==> config.mk <==
export PLATFORM = sky130hd
export DESIGN_NAME = pri_ctrl
export DESIGN_NICKNAME = d
export VERILOG_FILES = /design/src/pagerank_power_iteration_macros.svh /design/src/pri_pkg.sv /design/src/pri_ctrl.sv
export SDC_FILE = /design/constraint.sdc
export NUM_CORES = 1
export LEC_CHECK = 0
export ABC_AREA = 1
export BUFFER_PORTS_ARGS = -buffer_cell sky130_fd_sc_hd__buf_4
export CAP_MARGIN = 20
export CORE_UTILIZATION = 50
export CTS_BUF_LIST = sky130_fd_sc_hd__clkbuf_4 sky130_fd_sc_hd__clkbuf_8
export DETAILED_ROUTE_END_ITERATION = 10
export PLACE_DENSITY = 0.74
export SYNTH_ARGS = -nofsm -noshare
export SYNTH_HDL_FRONTEND = slang
export SYNTH_SLANG_ARGS = --single-unit
==> constraint.sdc <==
create_clock -name i_clk -period 2.6 [get_ports i_clk]
set_input_delay 0.13 -clock i_clk [delete_from_list [all_inputs] [get_ports i_clk]]
set_output_delay 0.13 -clock i_clk [all_outputs]
set_load 0.05 [all_outputs]
==> src/pagerank_power_iteration_macros.svh <==
// Assertion macros shared by the pagerank block.
`ifndef PAGERANK_POWER_ITERATION_MACROS_SVH
`define PAGERANK_POWER_ITERATION_MACROS_SVH

// Same-cycle implication, checked on i_clk outside reset.
`define PRI_ASSERT_NOW(label, ante, cons, msg) \
    label: assert property (@(posedge i_clk) disable iff (!i_rst_n) (ante) |-> (cons)) \
        else $error(msg);

// Next-cycle implication, checked on i_clk outside reset.
`define PRI_ASSERT_NEXT(label, ante, cons, msg) \
    label: assert property (@(posedge i_clk) disable iff (!i_rst_n) (ante) |=> (cons)) \
        else $error(msg);

`endif

==> src/pri_pkg.sv <==
// ----------------------------------------------------------------------------
// pri_pkg
// Shared types, sizes and codes of the PageRank power-iteration block.
// ----------------------------------------------------------------------------
package pri_pkg;

    localparam int MAX_PAGES = 4096;
    localparam int MAX_EDGES = 4096;
    localparam int PAGE_W    = $clog2(MAX_PAGES);
    localparam int EDGE_W    = $clog2(MAX_EDGES);
    localparam int CNT_W     = 13;
    localparam int RANK_W    = 32;
    localparam int ALPHA_W   = 16;
    localparam int ITER_W    = 10;
    localparam int CFG_W     = 16;
    localparam int CFG_IDX_W = 2;

    localparam logic [1:0] CMD_CLEAR = 2'd0;
    localparam logic [1:0] CMD_ADD   = 2'd1;
    localparam logic [1:0] CMD_RUN   = 2'd2;
    localparam logic [1:0] CMD_READ  = 2'd3;

    localparam logic [1:0] ST_OK    = 2'd0;
    localparam logic [1:0] ST_FULL  = 2'd1;
    localparam logic [1:0] ST_RANGE = 2'd2;

    localparam logic [CFG_IDX_W-1:0] CFG_PAGE_COUNT = 2'd0;
    localparam logic [CFG_IDX_W-1:0] CFG_ALPHA      = 2'd1;
    localparam logic [CFG_IDX_W-1:0] CFG_ITERS      = 2'd2;

    typedef logic [4:0] t_dp_op;
    localparam t_dp_op DP_NOP      = 5'd0;
    localparam t_dp_op DP_DEG_CLR  = 5'd1;
    localparam t_dp_op DP_ADD_RD   = 5'd2;
    localparam t_dp_op DP_ADD_WR   = 5'd3;
    localparam t_dp_op DP_READ_RD  = 5'd4;
    localparam t_dp_op DP_DIV_INIT = 5'd5;
    localparam t_dp_op DP_INIT_WR  = 5'd6;
    localparam t_dp_op DP_DIV_TELE = 5'd7;
    localparam t_dp_op DP_DANG_RD  = 5'd8;
    localparam t_dp_op DP_DANG_ACC = 5'd9;
    localparam t_dp_op DP_E_RD     = 5'd10;
    localparam t_dp_op DP_E_RD2    = 5'd11;
    localparam t_dp_op DP_E_DIV    = 5'd12;
    localparam t_dp_op DP_E_WR     = 5'd13;
    localparam t_dp_op DP_DT_MUL   = 5'd14;
    localparam t_dp_op DP_DT_DIV   = 5'd15;
    localparam t_dp_op DP_U_RD     = 5'd16;
    localparam t_dp_op DP_U_MUL    = 5'd17;
    localparam t_dp_op DP_U_WR     = 5'd18;

    typedef struct packed {
        logic [1:0]        command;
        logic [PAGE_W-1:0] src_page;
        logic [PAGE_W-1:0] dst_page;
    } t_in_item;

    typedef struct packed {
        logic [RANK_W-1:0] rank_value;
        logic [1:0]        status;
    } t_out_item;

    typedef struct packed {
        logic [CNT_W-1:0]   n;
        logic [ALPHA_W-1:0] alpha;
        logic [ITER_W-1:0]  iters;
    } t_cfg;

    typedef struct packed {
        t_dp_op             op;
        logic [PAGE_W-1:0]  page;
        logic [PAGE_W-1:0]  dst;
        logic [EDGE_W-1:0]  edge_idx;
        logic [CNT_W-1:0]   n;
        logic [ALPHA_W-1:0] alpha;
    } t_dp_cmd;

    typedef struct packed {
        logic div_busy;
        logic edge_skip;
    } t_dp_stat;

    typedef struct packed {
        logic       load;
        logic [1:0] status;
        logic       use_rank;
    } t_res;

endpackage

==> src/pri_ctrl.sv <==
// ----------------------------------------------------------------------------
// pri_ctrl
// Sequencer: command decode, clear sweep, run passes, edge and page counters.
// ----------------------------------------------------------------------------
module pri_ctrl (
    input  logic              i_clk,
    input  logic              i_rst_n,
    input  logic              i_in_valid,
    input  pri_pkg::t_in_item i_in_item,
    input  pri_pkg::t_cfg     i_cfg,
    input  pri_pkg::t_dp_stat i_stat,
    input  logic              i_out_free,
    output logic              o_in_stall,
    output pri_pkg::t_dp_cmd  o_cmd,
    output pri_pkg::t_res     o_res
);
    import pri_pkg::*;

    localparam logic [4:0] S_CLR       = 5'd0;
    localparam logic [4:0] S_IDLE      = 5'd1;
    localparam logic [4:0] S_ADD       = 5'd2;
    localparam logic [4:0] S_RESP      = 5'd3;
    localparam logic [4:0] S_INIT_DIV  = 5'd4;
    localparam logic [4:0] S_INIT_WAIT = 5'd5;
    localparam logic [4:0] S_INIT_WR   = 5'd6;
    localparam logic [4:0] S_TELE_DIV  = 5'd7;
    localparam logic [4:0] S_TELE_WAIT = 5'd8;
    localparam logic [4:0] S_DANG_RD   = 5'd9;
    localparam logic [4:0] S_DANG_ACC  = 5'd10;
    localparam logic [4:0] S_E_RD      = 5'd11;
    localparam logic [4:0] S_E_RD2     = 5'd12;
    localparam logic [4:0] S_E_CHK     = 5'd13;
    localparam logic [4:0] S_E_WAIT    = 5'd14;
    localparam logic [4:0] S_E_WR      = 5'd15;
    localparam logic [4:0] S_DT_MUL    = 5'd16;
    localparam logic [4:0] S_DT_DIV    = 5'd17;
    localparam logic [4:0] S_DT_WAIT   = 5'd18;
    localparam logic [4:0] S_U_RD      = 5'd19;
    localparam logic [4:0] S_U_MUL     = 5'd20;
    localparam logic [4:0] S_U_WR      = 5'd21;

    logic [4:0]        r_state, n_state;
    logic [PAGE_W-1:0] r_idx, n_idx;
    logic [EDGE_W-1:0] r_eidx, n_eidx;
    logic [ITER_W-1:0] r_iter, n_iter;
    logic [EDGE_W:0]   r_etot, n_etot;
    logic [PAGE_W-1:0] r_src, n_src;
    logic [1:0]        r_status, n_status;
    logic              r_use_rank, n_use_rank;
    logic              r_pend, n_pend;

    logic last_page;
    logic last_edge;
    logic src_bad;
    logic dst_bad;

    assign last_page = ({1'b0, r_idx} == (i_cfg.n - 13'd1));
    assign last_edge = (({1'b0, r_eidx} + 13'd1) == r_etot);
    assign src_bad   = ({1'b0, i_in_item.src_page} >= i_cfg.n);
    assign dst_bad   = ({1'b0, i_in_item.dst_page} >= i_cfg.n);

    assign o_in_stall = (r_state != S_IDLE);

    always_comb begin
        n_state    = r_state;
        n_idx      = r_idx;
        n_eidx     = r_eidx;
        n_iter     = r_iter;
        n_etot     = r_etot;
        n_src      = r_src;
        n_status   = r_status;
        n_use_rank = r_use_rank;
        n_pend     = r_pend;

        o_cmd.op       = DP_NOP;
        o_cmd.page     = r_idx;
        o_cmd.dst      = i_in_item.dst_page;
        o_cmd.edge_idx = r_eidx;
        o_cmd.n        = i_cfg.n;
        o_cmd.alpha    = i_cfg.alpha;

        o_res.load     = 1'b0;
        o_res.status   = r_status;
        o_res.use_rank = r_use_rank;

        case (r_state)
            S_CLR: begin
                o_cmd.op = DP_DEG_CLR;
                n_idx    = r_idx + 1'b1;
                if (&r_idx) begin
                    n_state = r_pend ? S_RESP : S_IDLE;
                end
            end
            S_IDLE: begin
                if (i_in_valid) begin
                    n_status   = ST_OK;
                    n_use_rank = 1'b0;
                    n_src      = i_in_item.src_page;
                    case (i_in_item.command)
                        CMD_CLEAR: begin
                            n_etot  = '0;
                            n_idx   = '0;
                            n_pend  = 1'b1;
                            n_state = S_CLR;
                        end
                        CMD_ADD: begin
                            if (src_bad || dst_bad) begin
                                n_status = ST_RANGE;
                                n_state  = S_RESP;
                            end else if (r_etot == (EDGE_W+1)'(MAX_EDGES)) begin
                                n_status = ST_FULL;
                                n_state  = S_RESP;
                            end else begin
                                o_cmd.op       = DP_ADD_RD;
                                o_cmd.page     = i_in_item.src_page;
                                o_cmd.edge_idx = r_etot[EDGE_W-1:0];
                                n_etot         = r_etot + 1'b1;
                                n_state        = S_ADD;
                            end
                        end
                        CMD_RUN: begin
                            n_state = S_INIT_DIV;
                        end
                        default: begin
                            if (src_bad) begin
                                n_status = ST_RANGE;
                            end else begin
                                o_cmd.op   = DP_READ_RD;
                                o_cmd.page = i_in_item.src_page;
                                n_use_rank = 1'b1;
                            end
                            n_state = S_RESP;
                        end
                    endcase
                end
            end
            S_ADD: begin
                o_cmd.op   = DP_ADD_WR;
                o_cmd.page = r_src;
                n_state    = S_RESP;
            end
            S_RESP: begin
                if (i_out_free) begin
                    o_res.load = 1'b1;
                    n_pend     = 1'b0;
                    n_state    = S_IDLE;
                end
            end
            S_INIT_DIV: begin
                o_cmd.op = DP_DIV_INIT;
                n_state  = S_INIT_WAIT;
            end
            S_INIT_WAIT: begin
                if (!i_stat.div_busy) begin
                    n_idx   = '0;
                    n_state = S_INIT_WR;
                end
            end
            S_INIT_WR: begin
                o_cmd.op = DP_INIT_WR;
                n_idx    = r_idx + 1'b1;
                if (last_page) begin
                    n_state = S_TELE_DIV;
                end
            end
            S_TELE_DIV: begin
                o_cmd.op = DP_DIV_TELE;
                n_state  = S_TELE_WAIT;
            end
            S_TELE_WAIT: begin
                if (!i_stat.div_busy) begin
                    n_iter  = '0;
                    n_idx   = '0;
                    n_state = (i_cfg.iters == '0) ? S_RESP : S_DANG_RD;
                end
            end
            S_DANG_RD: begin
                // page 0 also resets the dangling sum
                o_cmd.op = DP_DANG_RD;
                n_state  = S_DANG_ACC;
            end
            S_DANG_ACC: begin
                o_cmd.op = DP_DANG_ACC;
                if (last_page) begin
                    n_eidx  = '0;
                    n_state = (r_etot != '0) ? S_E_RD : S_DT_MUL;
                end else begin
                    n_idx   = r_idx + 1'b1;
                    n_state = S_DANG_RD;
                end
            end
            S_E_RD: begin
                o_cmd.op = DP_E_RD;
                n_state  = S_E_RD2;
            end
            S_E_RD2: begin
                o_cmd.op = DP_E_RD2;
                n_state  = S_E_CHK;
            end
            S_E_CHK: begin
                if (i_stat.edge_skip) begin
                    n_eidx  = r_eidx + 1'b1;
                    n_state = last_edge ? S_DT_MUL : S_E_RD;
                end else begin
                    o_cmd.op = DP_E_DIV;
                    n_state  = S_E_WAIT;
                end
            end
            S_E_WAIT: begin
                if (!i_stat.div_busy) begin
                    n_state = S_E_WR;
                end
            end
            S_E_WR: begin
                o_cmd.op = DP_E_WR;
                n_eidx   = r_eidx + 1'b1;
                n_state  = last_edge ? S_DT_MUL : S_E_RD;
            end
            S_DT_MUL: begin
                o_cmd.op = DP_DT_MUL;
                n_state  = S_DT_DIV;
            end
            S_DT_DIV: begin
                o_cmd.op = DP_DT_DIV;
                n_state  = S_DT_WAIT;
            end
            S_DT_WAIT: begin
                if (!i_stat.div_busy) begin
                    n_idx   = '0;
                    n_state = S_U_RD;
                end
            end
            S_U_RD: begin
                o_cmd.op = DP_U_RD;
                n_state  = S_U_MUL;
            end
            S_U_MUL: begin
                o_cmd.op = DP_U_MUL;
                n_state  = S_U_WR;
            end
            S_U_WR: begin
                o_cmd.op = DP_U_WR;
                if (last_page) begin
                    n_iter = r_iter + 1'b1;
                    n_idx  = '0;
                    n_state = ((r_iter + 1'b1) == i_cfg.iters) ? S_RESP : S_DANG_RD;
                end else begin
                    n_idx   = r_idx + 1'b1;
                    n_state = S_U_RD;
                end
            end
            default: begin
                n_state = S_IDLE;
            end
        endcase
    end

    always_ff @(posedge i_clk) begin
        if (!i_rst_n) begin
            r_state    <= S_CLR;
            r_idx      <= '0;
            r_eidx     <= '0;
            r_iter     <= '0;
            r_etot     <= '0;
            r_status   <= ST_OK;
            r_use_rank <= 1'b0;
            r_pend     <= 1'b0;
        end else begin
            r_state    <= n_state;
            r_idx      <= n_idx;
            r_eidx     <= n_eidx;
            r_iter     <= n_iter;
            r_etot     <= n_etot;
            r_status   <= n_status;
            r_use_rank <= n_use_rank;
            r_pend     <= n_pend;
        end
    end

    always_ff @(posedge i_clk) begin
        r_src <= n_src;
    end

endmodule

After elaboration in Yosys (flattened, before gate mapping)
Index checks and enable logic that the tools add are counted.
- memory bits (read-only): 0
- output and inout bits: 75
- register bits after elaboration: 68
- input bits: 71
- RAM bits: 0
- latch bits: 0
- word-level logic and storage cells: 143
- memories kept: 0
- bitwise operators: 0
- divide/modulo/power cells: 0
- add/sub/neg operators: 6
- reduce and logical (&&, ||, !) cells: 22
- shift operators: 0
- mux-type cells: 60
- magnitude comparators: 2
- $mul: 0
- equality and inequality tests: 44
- operators with widths (cell ; number):
    12-bit two-way mux ; 12
    5-bit case mux with 22 select lines ; 1
    5-bit case mux with 17 select lines ; 1
    5-bit two-way mux ; 13
    12-bit case mux with 5 select lines ; 1
    5-bit by 4-bit equality test with 1-bit output (second input constant) ; 8
    12-bit case mux with 3 select lines ; 1
    5-bit equality test (second input constant) ; 6
    15-bit two-way mux ; 2
    2-bit inequality test (second input constant) ; 15
    15-bit case mux with 2 select lines ; 1
    14-bit two-way mux ; 2
    12-bit by 13-bit greater-or-equal comparator with 1-bit output ; 2
    13-bit two-way mux ; 2
    13-bit case mux with 2 select lines ; 1
    12-bit by 1-bit adder with 12-bit output (second input constant) ; 2
    12-bit case mux with 2 select lines ; 1
    5-bit by 3-bit equality test with 1-bit output (second input constant) ; 4
    10-bit two-way mux ; 2
    10-bit case mux with 2 select lines ; 1
    12-bit by 1-bit adder with 13-bit output (second input constant) ; 1
    13-bit by 1-bit adder with 13-bit output (second input constant) ; 1
    12-bit by 13-bit equality test with 1-bit output ; 1
    13-bit equality test ; 1
    other kinds (32) ; 52

Depth between registers and ports, before layout
Gate-level depths: netlist (run 1).
- depth after elaboration: 6
- mapped depth: 19
- gate-level depth less buffers: 18

Least setup slack after synthesis (run 1)
Ideal clock, no wire load.
- kind: input port to output port
- start point: input port i_cfg[28] (netlist bit)
- end point: output port o_cmd[30] (netlist bit)
- buffers on the path: 1
- arrival time: 2681 ps
- data required time: 2470 ps
- stages: 10
- slack: -211 ps
- cell sequence: inv_1 > ha_1 > a21oi_1 > o21ai_0 > o21ai_0 > nand3_1 > nor2_2 > nand3_1 > clkbuf_1 > o21ai_0
- RTL lines (element ; RTL line ; source):
    start, declared ; pri_ctrl.sv:10 ; input pri_pkg::t_cfg i_cfg,
    end, declared ; pri_ctrl.sv:14 ; output pri_pkg::t_dp_cmd o_cmd,

==> impl_metrics.tcl, run 1 <==
set metrics [dict create \
    status "completed" \
    drc_errors 0 \
    syn-num-nets 1284 \
    holdPathStages 3 \
    antenna_found_initial 0 \
    avgSynthCellArea_um2 5.92 \
    cts_buffer_depth 2 \
    dieArea_um2 14500 \
    synthMuxAreaShare_pct 0 \
    clk_latency_ns 0.36 \
    syn_area_um2 7010 \
    syn_to_final_growth_pct 22.7 \
    ant_nets 0 \
    finalWorstSetupSlack_ns 0.0582 \
    p_sw_mw 1.99 \
    die_w_um 120 \
    via_per_inst 5.58 \
    drive_gt1_share_pct 19.6 \
    syn_inst 1183 \
    port_buffers 113 \
    die_h_um 120 \
    antenna_cells 0 \
    cts_tree "yes" \
    maxCapViolations 0 \
    grt_pass1_wl_mm 35.4 \
    num_io_pins 146 \
    min_period_ns 2.54 \
    cp_common_cell "a21oi_1" \
    max-slew-margin-rel_pct 46.9 \
    firstDrtPassIters 6 \
    row_count 42 \
    worstSetupPathType "input pin to output pin" \
    synth_compound_area_share_pct 17.1 \
    reg2reg_depth 16 \
    synth-seq-cells 68 \
    groute.usage.overall_pct 30.6 \
    synth_top_family_by_area "simple AND/OR/NAND/NOR gates" \
    yosysUniqueCellTypes 40 \
    path_depth 15 \
    core_area_um2 13500 \
    vias 8276 \
    pwr-share-seq_pct 27.1 \
    dp_hpwl_mm 17.3 \
    cts_sinks 68 \
    rsz0062_at_grt "yes" \
    cp_max_fo 6 \
    min_path_type "input pin to flop" \
    yosysWarnings 0 \
    route.detailed.wl_per_inst_um 15.2 \
    start_util_pct 52.1 \
    post-route-util_pct 63.9 \
    internal_power_mw 2.34 \
    htreeDepth 3 \
    end_kind "output pin" \
    powerDensity_nw_per_um2 503 \
    critical_path.top_delay_family "compound AO/OA/AOI/OAI gates" \
    pwr-share-clk_pct 22.1 \
    drt_wl_total_mm 22.6 \
    ir_worst_vdd_uv 408 \
    p_comb_share_pct 50.8 \
    grt_pass1_vias 7381 \
    synthXorXnorAreaFrac_pct 3.20 \
    p_leak_nw 3.83 \
    post-place-ws_ns -0.0613 \
    place_congestion 0.974 \
    grt_max_degree 29 \
    critPathRequiredTime_ns 2.47 \
    final_nets 1404 \
    numCtsBuffers 9 \
    arrival_ns 2.41 \
    slew_viol_final 0 \
    fin_skew_ns 0.0156 \
    critPathLaunchType "input pin" \
    crit_chain "buf_4, inv_1, ha_4, a21oi_1, o21ai_0, a21oi_1, nand3_1, nor2_4, nand2_2, nand2_4, buf_6, a21oi_2, o21ai_0, a21oi_1, buf_4" \
    swShare_pct 45.9 \
    cts_root_buf "clkbuf_8" \
    grt.overflow.total 0 \
    period_share_pct 97.8 \
    ys_seq_area_share_pct 21.1 \
    clkTransAtPathRegs_ns 0.08 \
    hold_violations 0 \
    max_freq_mhz 393 \
    synthSimpleGateAreaFrac_pct 38.1 \
    worst-path-buf-inv 4 \
    async_reset_ff_share_pct 0 \
    worst_pin_slew_ns 0.796 \
    power.total_mw 4.33 \
    cp_slowest_stage_delay_ns 0.30 \
    ys.flop_type "dfxtp_1" \
    cp_slowest_cell "nor2_4" \
    drt_iter0_drc 813 \
    setup_viol 0 \
    synth_edf_count 12 \
    synth-adder-area-share_pct 5.36 \
]
## routing by layer
layer / GRT usage, % / vias to the layer above / wire (um)
met5: 0 / - / 0
met4: 13.0 / 0 / 677
met3: 5.14 / 54 / 1700
met2: 50.5 / 401 / 10200
met1: 39.4 / 3718 / 10100
li1: - / 4103 / -
## worst paths after layout
kind / startpoint / to / slack (ns)
worst min register to register: r_etot[11]$_SDFFE_PN0P_ / r_etot[11]$_SDFFE_PN0P_ / 0.47
worst max register to register: r_idx[1]$_SDFFE_PN0P_ / r_idx[3]$_SDFFE_PN0P_ / 0.23
worst max-delay path: i_cfg[32] / o_cmd[60] / 0.06
worst min-delay path: i_rst_n / r_eidx[5]$_SDFFE_PN0P_ / 0.17
## area by class of cell
cell class / count / area (um2)
clock buffer: 13 / 160
sequential: 68 / 1490
multi-input combinational: 885 / 4610
fill: 1299 / 4850
inverter: 155 / 591
clock inverter: 3 / 46.3
timing repair buffer: 184 / 1480
tap: 176 / 220
## repair_timing
item                                    4_1_cts  5_1_grt
endpoints found under the hold margin        12        0
pin swaps                                     3       15
setup buffers                                 1        5
endpoints found under the setup margin       25       25
hold buffers                                 12        0
resized for setup                            10       41
cloned                                        1        2
## registers in the layout (all words and copies together) (netlist names)
register and cells:
r_state 5, r_idx 12, r_eidx 12, r_status 2, r_iter 10, r_etot 13
r_use_rank 1, r_pend 1, r_src 12
## through the flow
stage | setup TNS [ns] | area, um2 | std cells | hold WS, ns
3_5_place_dp | -0.206 | 8010 | 1447 | 0.260
2_1_floorplan | -1.05 | 7020 | 1183 | 0.229
5_1_grt | -0.151 | 8600 | 1484 | 0.142
4_1_cts | -0.00544 | 8380 | 1477 | 0.148
6_report | 0 | 8600 | 1484 | 0.166
3_3_place_gp | 0 | 8010 | 1447 | 0.260
## cell usage after synthesis, types with 11 or more instances
| cell | instances | area share, % |
|---|---|---|
| nand4_1 | 29 | 2.6 |
| a21oi_1 | 102 | 7.3 |
| clkbuf_1 | 17 | 0.91 |
| ha_1 | 30 | 5.4 |
| nor2_1 | 139 | 7.4 |
| nand2_1 | 278 | 15 |
| a211oi_1 | 15 | 1.6 |
| xor2_1 | 20 | 2.5 |
| buf_2 | 11 | 0.79 |
| inv_1 | 149 | 8.0 |
| o21ai_0 | 92 | 6.6 |
| nand3_1 | 92 | 6.6 |
| edfxtp_1 | 12 | 5.1 |
| nor3_1 | 23 | 1.6 |
| dfxtp_1 | 56 | 16 |
| buf_4 | 44 | 4.7 |
## tightest hold or removal path, delay by kind of cell
kind	cells	cell delay, ns
compound gates	2	0.14
buf+inv	1	0.21
## cell usage in the layout (no fill, tap or decap), types with 10 or more instances in the layout
cell type,n
a211oi_1,15
ha_1,26
a21oi_1,94
nand3b_1,10
nor3_1,22
dlygate4sd3_1,12
buf_4,165
clkbuf_8,10
xor2_1,20
o21ai_0,80
edfxtp_1,12
inv_1,140
dfxtp_1,53
nand2_1,274
nand4_1,29
o21ai_1,15
nand3_1,89
inv_2,12
nor2_1,137
## cells by family after synthesis
group | after synthesis
AOI/OAI and AO/OA | 224
xor gates and xnor gates | 24
adders and majority gates | 30
buffers and inverters | 231
DFF | 68
and+or+nand+nor | 606
## power groups by stage
stage          sequential, mW  combinational (mW)  clock (mW)
5_1_grt                  1.18                2.34        1.02
4_1_cts                  1.17                2.10       0.960
6_report                 1.17                2.20       0.956
3_3_place_gp             1.20                2.07           0
3_5_place_dp             1.20                2.07           0
2_1_floorplan            1.20                1.51           0
Note: power is estimated with default switching activity, not from simulation.
==> run 2, diff against run 1 <==
- CORE_ASPECT_RATIO: unset -> 1.5
==> run 2 against run 1 <==
Compared with the run above: clock power up 2%; first-iteration DRC count down 54%; worst hold slack worse by 0.026 ns; register-to-register slack better by 0.02 ns; final area down 0.92%; maximum frequency down 1.7%; clock skew down 0.0015 ns; critical path depth up 2; cell count down 1.3%; global-route usage up 1.2 points; largest cell class unchanged; routed wire length up 3.5%; via count down 0.52%.
==> impl_metrics.tcl, run 2 (synthesis results as in run 1) <==
set metrics [dict create \
    layout.cells.most_common "nand2_1" \
    ir_worst_vdd_uv 435 \
    via_per_inst 5.62 \
    htreeDepth 3 \
    post-route-util_pct 62.7 \
    die_w_um 98.7 \
    start_util_pct 51.5 \
    slew_viol_final 0 \
    groute.usage.overall_pct 31.8 \
    finalWorstSetupSlack_ns 0.0137 \
    final_nets 1399 \
    pwr-share-clk_pct 22.2 \
    cts_buffer_depth 2 \
    p_sw_mw 2.00 \
    grt_max_degree 25 \
    min_path_type "input pin to flop" \
    clkTransAtPathRegs_ns 0.08 \
    post-place-ws_ns 0.0350 \
    status "completed" \
    antenna_found_initial 0 \
    route.detailed.wl_per_inst_um 16.0 \
    nFillCells 1364 \
    die_h_um 147 \
    power.total_mw 4.39 \
    fin_skew_ns 0.0141 \
    swShare_pct 45.6 \
    vias 8233 \
    drive_gt1_share_pct 19.5 \
    largest_reg_flops 13 \
    drc_errors 0 \
    syn_to_final_growth_pct 21.6 \
    core_area_um2 13600 \
    drt_wl_total_mm 23.4 \
    max-slew-margin-rel_pct 41.7 \
    cts_tree "yes" \
    powerDensity_nw_per_um2 515 \
    max_freq_mhz 387 \
    worst_pin_slew_ns 0.873 \
    dp_hpwl_mm 18.6 \
    critPathRequiredTime_ns 2.47 \
    clk_latency_ns 0.37 \
    rsz0062_at_grt "yes" \
    grt_pass1_wl_mm 36.3 \
    maxCapViolations 0 \
    end_kind "output pin" \
    grt_pass1_vias 7724 \
    antenna_cells 0 \
    worstSetupPathType "input pin to output pin" \
    place_congestion 0.949 \
    setup_viol 0 \
    cp_max_fo 7 \
    final_cell_mix "276 x nand2_1, 159 x buf_4, 140 x inv_1" \
    regMostFlops "r_etot" \
    period_share_pct 99.5 \
    numCtsBuffers 9 \
    row_count 52 \
    firstDrtPassIters 6 \
    num_io_pins 146 \
    p_leak_nw 3.80 \
    grt.overflow.total 0 \
    port_buffers 113 \
    ant_nets 0 \
    drt_iter0_drc 372 \
    pwr-share-seq_pct 26.7 \
    min_period_ns 2.59 \
    cts_sinks 68 \
    critPathLaunchType "input pin" \
    cts_root_buf "clkbuf_8" \
    dieArea_um2 14500 \
    hold_violations 0 \
    p_comb_share_pct 51.1 \
    internal_power_mw 2.39 \
    arrival_ns 2.46 \
]
run 2: area by class of cell:
type	instances	area [um2]	area share (%)
clock buffers	13	173	2.03
clock inverters	3	43.8	0.514
multi-input cells	884	4590	53.9
repair buffers	180	1440	16.9
well taps	162	203	2.38
inverters	155	584	6.86
flip-flops and latches	68	1490	17.5
run 2: metrics by stage:
step	std cells	TNS, ns	cell area, um2	hold WS (ns)
3_5_place_dp	1433	0	7980	0.260
6_report	1465	0	8520	0.140
2_1_floorplan	1183	-1.05	7020	0.229
5_1_grt	1465	-0.110	8520	0.145
4_1_cts	1461	0	8350	0.120
3_3_place_gp	1433	0	7980	0.260
run 2: routing by layer:
layer  vias to the layer above  routed length, um  GRT usage (%)
li1                       4097                  -              -
met1                      3707               8560           32.2
met2                       342              12300           61.3
met3                        87               1280           3.19
met4                         0               1330           20.0
met5                         -                  0              0
run 2: path summary, 6_finish.rpt:
path	startpoint	end	slack [ns]	depth (start not counted)
worst min register to register	r_etot[11]$_SDFFE_PN0P_	r_etot[11]$_SDFFE_PN0P_	0.47	2
worst min-delay path	i_in_item[25]	r_status[0]$_SDFFE_PN0P_	0.14	4
worst max register to register	r_idx[1]$_SDFFE_PN0P_	r_state[0]$_SDFFE_PN0P_	0.25	12
worst max-delay path	i_cfg[27]	o_cmd[61]	0.01	17
run 2: power groups by stage:
stage	clock network, mW	registers [mW]	logic [mW]
after CTS	0.987	1.17	2.16
after global placement	0	1.19	2.14
after detailed placement	0	1.20	2.14
after floorplan	0	1.20	1.51
final	0.973	1.17	2.24
after global routing	1.02	1.18	2.39
run 2: worst max-delay path: stages:
cell and delay, ns:
buf_4 0.09, inv_1 0.04, buf_4 0.15, ha_1 0.29, nand2_1 0.06, nor3_1 0.23, o21ai_0 0.15, nand3_1 0.14
nor2_2 0.06, buf_4 0.15, nand2_1 0.08, nand2_2 0.07, buf_6 0.14, a21oi_1 0.13, o21ai_0 0.09, a21oi_1 0.21
buf_4 0.23
run 2: what timing repair did:
item,CTS,global route
hold buffers,12,0
hold endpoints to repair,12,0
pin swaps,0,18
cloned,0,1
setup buffers,0,3
resized for setup,10,50
endpoints found under the setup margin,25,28
==> run 3, diff against run 2 <==
- PLACE_DENSITY: 0.74 -> 0.85
==> run 3 against run 2 <==
Compared with the run above: the flow now finishes with violations (setup timing); critical path depth down 1; sequential cell count is the same; clock power decreased by 4.6%; die area is the same; setup slack worse by 0.015 ns; critical endpoint is now o_cmd[58]; highest routed layer unchanged.
==> impl_metrics.tcl, run 3 (synthesis results as in run 1) <==
set metrics [dict create \
    holdPathStages 3 \
    setup_viol 1 \
    end_kind "output pin" \
    min_path_type "input pin to flop" \
    route.detailed.wl_per_inst_um 16.0 \
    die_h_um 147 \
    port_buffers 113 \
    met3_usage_pct 4.42 \
    grt_pass1_vias 7971 \
    power.total_mw 4.38 \
    finalWorstSetupSlack_ns -0.00127 \
    drive_gt1_share_pct 20.1 \
    slew_viol_final 0 \
    start_util_pct 51.5 \
    max-slew-margin-rel_pct 46.0 \
    dp_cells 1434 \
    status "complete, but fails checks" \
    pwr-share-clk_pct 21.2 \
    p_sw_mw 2.00 \
    row_count 52 \
    p_leak_nw 3.82 \
    swShare_pct 45.6 \
    grt.overflow.total 0 \
    core_area_um2 13600 \
    max_freq_mhz 384 \
    critPathLaunchType "input pin" \
    p_comb_share_pct 52.0 \
    worst_pin_slew_ns 0.809 \
    htreeDepth 3 \
    cts_tree "yes" \
    layout.cells.most_common "nand2_1" \
    firstDrtPassIters 7 \
    via_per_inst 5.78 \
    ir_worst_vdd_uv 494 \
    pwr-share-seq_pct 26.8 \
    clk_latency_ns 0.36 \
    final_cell_mix "277 x nand2_1, 169 x buf_4, 142 x inv_1" \
    met2_usage_pct 59.5 \
    arrival_ns 2.47 \
    violations "setup timing" \
    min_period_ns 2.60 \
    num_io_pins 146 \
    antenna_cells 0 \
    grt_use_met1_pct 32.4 \
    dieArea_um2 14500 \
    critPathRequiredTime_ns 2.47 \
    cp_max_fo 5 \
    groute.usage.overall_pct 31.8 \
    grt_pass1_wl_mm 36.7 \
    drt_wl_total_mm 23.5 \
    vias 8519 \
    rsz0062_at_grt "yes" \
    numCtsBuffers 9 \
    cts_buffer_depth 2 \
    die_w_um 98.7 \
    reg2reg_depth 19 \
    maxCapViolations 0 \
    final-instance-count-excl-fill 1473 \
    place_congestion 1.01 \
    cp_slowest_stage_delay_ns 0.34 \
    regMostFlops "r_etot" \
    dp_hpwl_mm 18.0 \
    hold_violations 0 \
    syn_to_final_growth_pct 23.3 \
    cts_root_buf "clkbuf_8" \
    period_share_pct 100 \
    drt_iter0_drc 600 \
    cp_slowest_cell "ha_4" \
    cp_common_cell "buf_4" \
    cts_sinks 68 \
    final_nets 1408 \
    clkTransAtPathRegs_ns 0.07 \
    drc_errors 0 \
    fin_skew_ns 0.0132 \
    worstSetupPathType "input pin to output pin" \
    largest_reg_flops 13 \
    ant_nets 0 \
    grt_most_used_layer "met2" \
    grt_max_degree 25 \
    crit_chain "buf_4, clkinvlp_4, ha_4, a21oi_1, o21ai_0, o21ai_1, nand3_1, nor2_2, buf_4, nand2_1, nand2_2, buf_4, a21oi_1, o21ai_0, a21oi_1, buf_4" \
    internal_power_mw 2.38 \
    powerDensity_nw_per_um2 507 \
    antenna_found_initial 0 \
]
-- run 3: final timing paths --
check / slack (ns) / start / end
setup / recovery: -0.001 / i_cfg[28] / o_cmd[58]
hold / removal: 0.17 / i_rst_n / r_eidx[10]$_SDFFE_PN0P_
setup reg to reg: 0.09 / r_etot[1]$_SDFFE_PN0P_ / r_state[0]$_SDFFE_PN0P_
hold reg to reg: 0.48 / r_iter[9]$_SDFFE_PN0P_ / r_iter[9]$_SDFFE_PN0P_
-- run 3: routing by layer --
metal | wire, um | up-vias
li1 | - | 4108
met1 | 8450 | 3792
met2 | 11900 | 486
met3 | 1670 | 133
met4 | 1470 | 0
met5 | 0 | -
-- run 3: what timing repair did --
action | in CTS | in global routing
setup endpoints to repair | 14 | 24
pin swaps | 4 | 10
hold buffers | 12 | 0
endpoints found under the hold margin | 12 | 0
resized for setup | 8 | 41
setup buffers | 8 | 4
-- run 3: metrics by stage --
step           hold slack [ns]  instance area (um2)  util [%]  setup WS, ns  setup TNS, ns
2_1_floorplan            0.229                 7020         -        -0.211          -1.05
3_3_place_gp             0.260                 8010      58.9        0.0732              0
3_5_place_dp             0.260                 8010      58.9        0.0111              0
4_1_cts                  0.157                 8410      61.9      0.000837              0
5_1_grt                  0.169                 8640      63.6       -0.0389        -0.0703
6_report                 0.166                 8640      63.6      -0.00127       -0.00127
-- run 3: critical path: cells and delay by family --
kind                     cells  cell delay [ns]
AND/OR/NAND/NOR              4             0.32
adder cells (fa/ha/maj)      1             0.34
AO/OA/AOI/OAI                6             0.85
buffers and inverters        5             0.82
-- run 3: power by group through the flow --
stage,combinational (mW),sequential (mW),clock (mW)
2_1_floorplan,1.51,1.20,0
3_3_place_gp,2.09,1.19,0
3_5_place_dp,2.11,1.20,0
4_1_cts,2.14,1.17,0.932
5_1_grt,2.40,1.18,0.976
6_report,2.28,1.17,0.928
-- run 3: final cells by class --
type | instances | area (um2)
flip-flops and latches | 68 | 1490
repair buffers | 189 | 1510
multi-input cells | 884 | 4640
clock buffers | 13 | 166
clock inverters | 2 | 35.0
well taps | 162 | 203
fillers | 1289 | 4960
inverters | 155 | 602
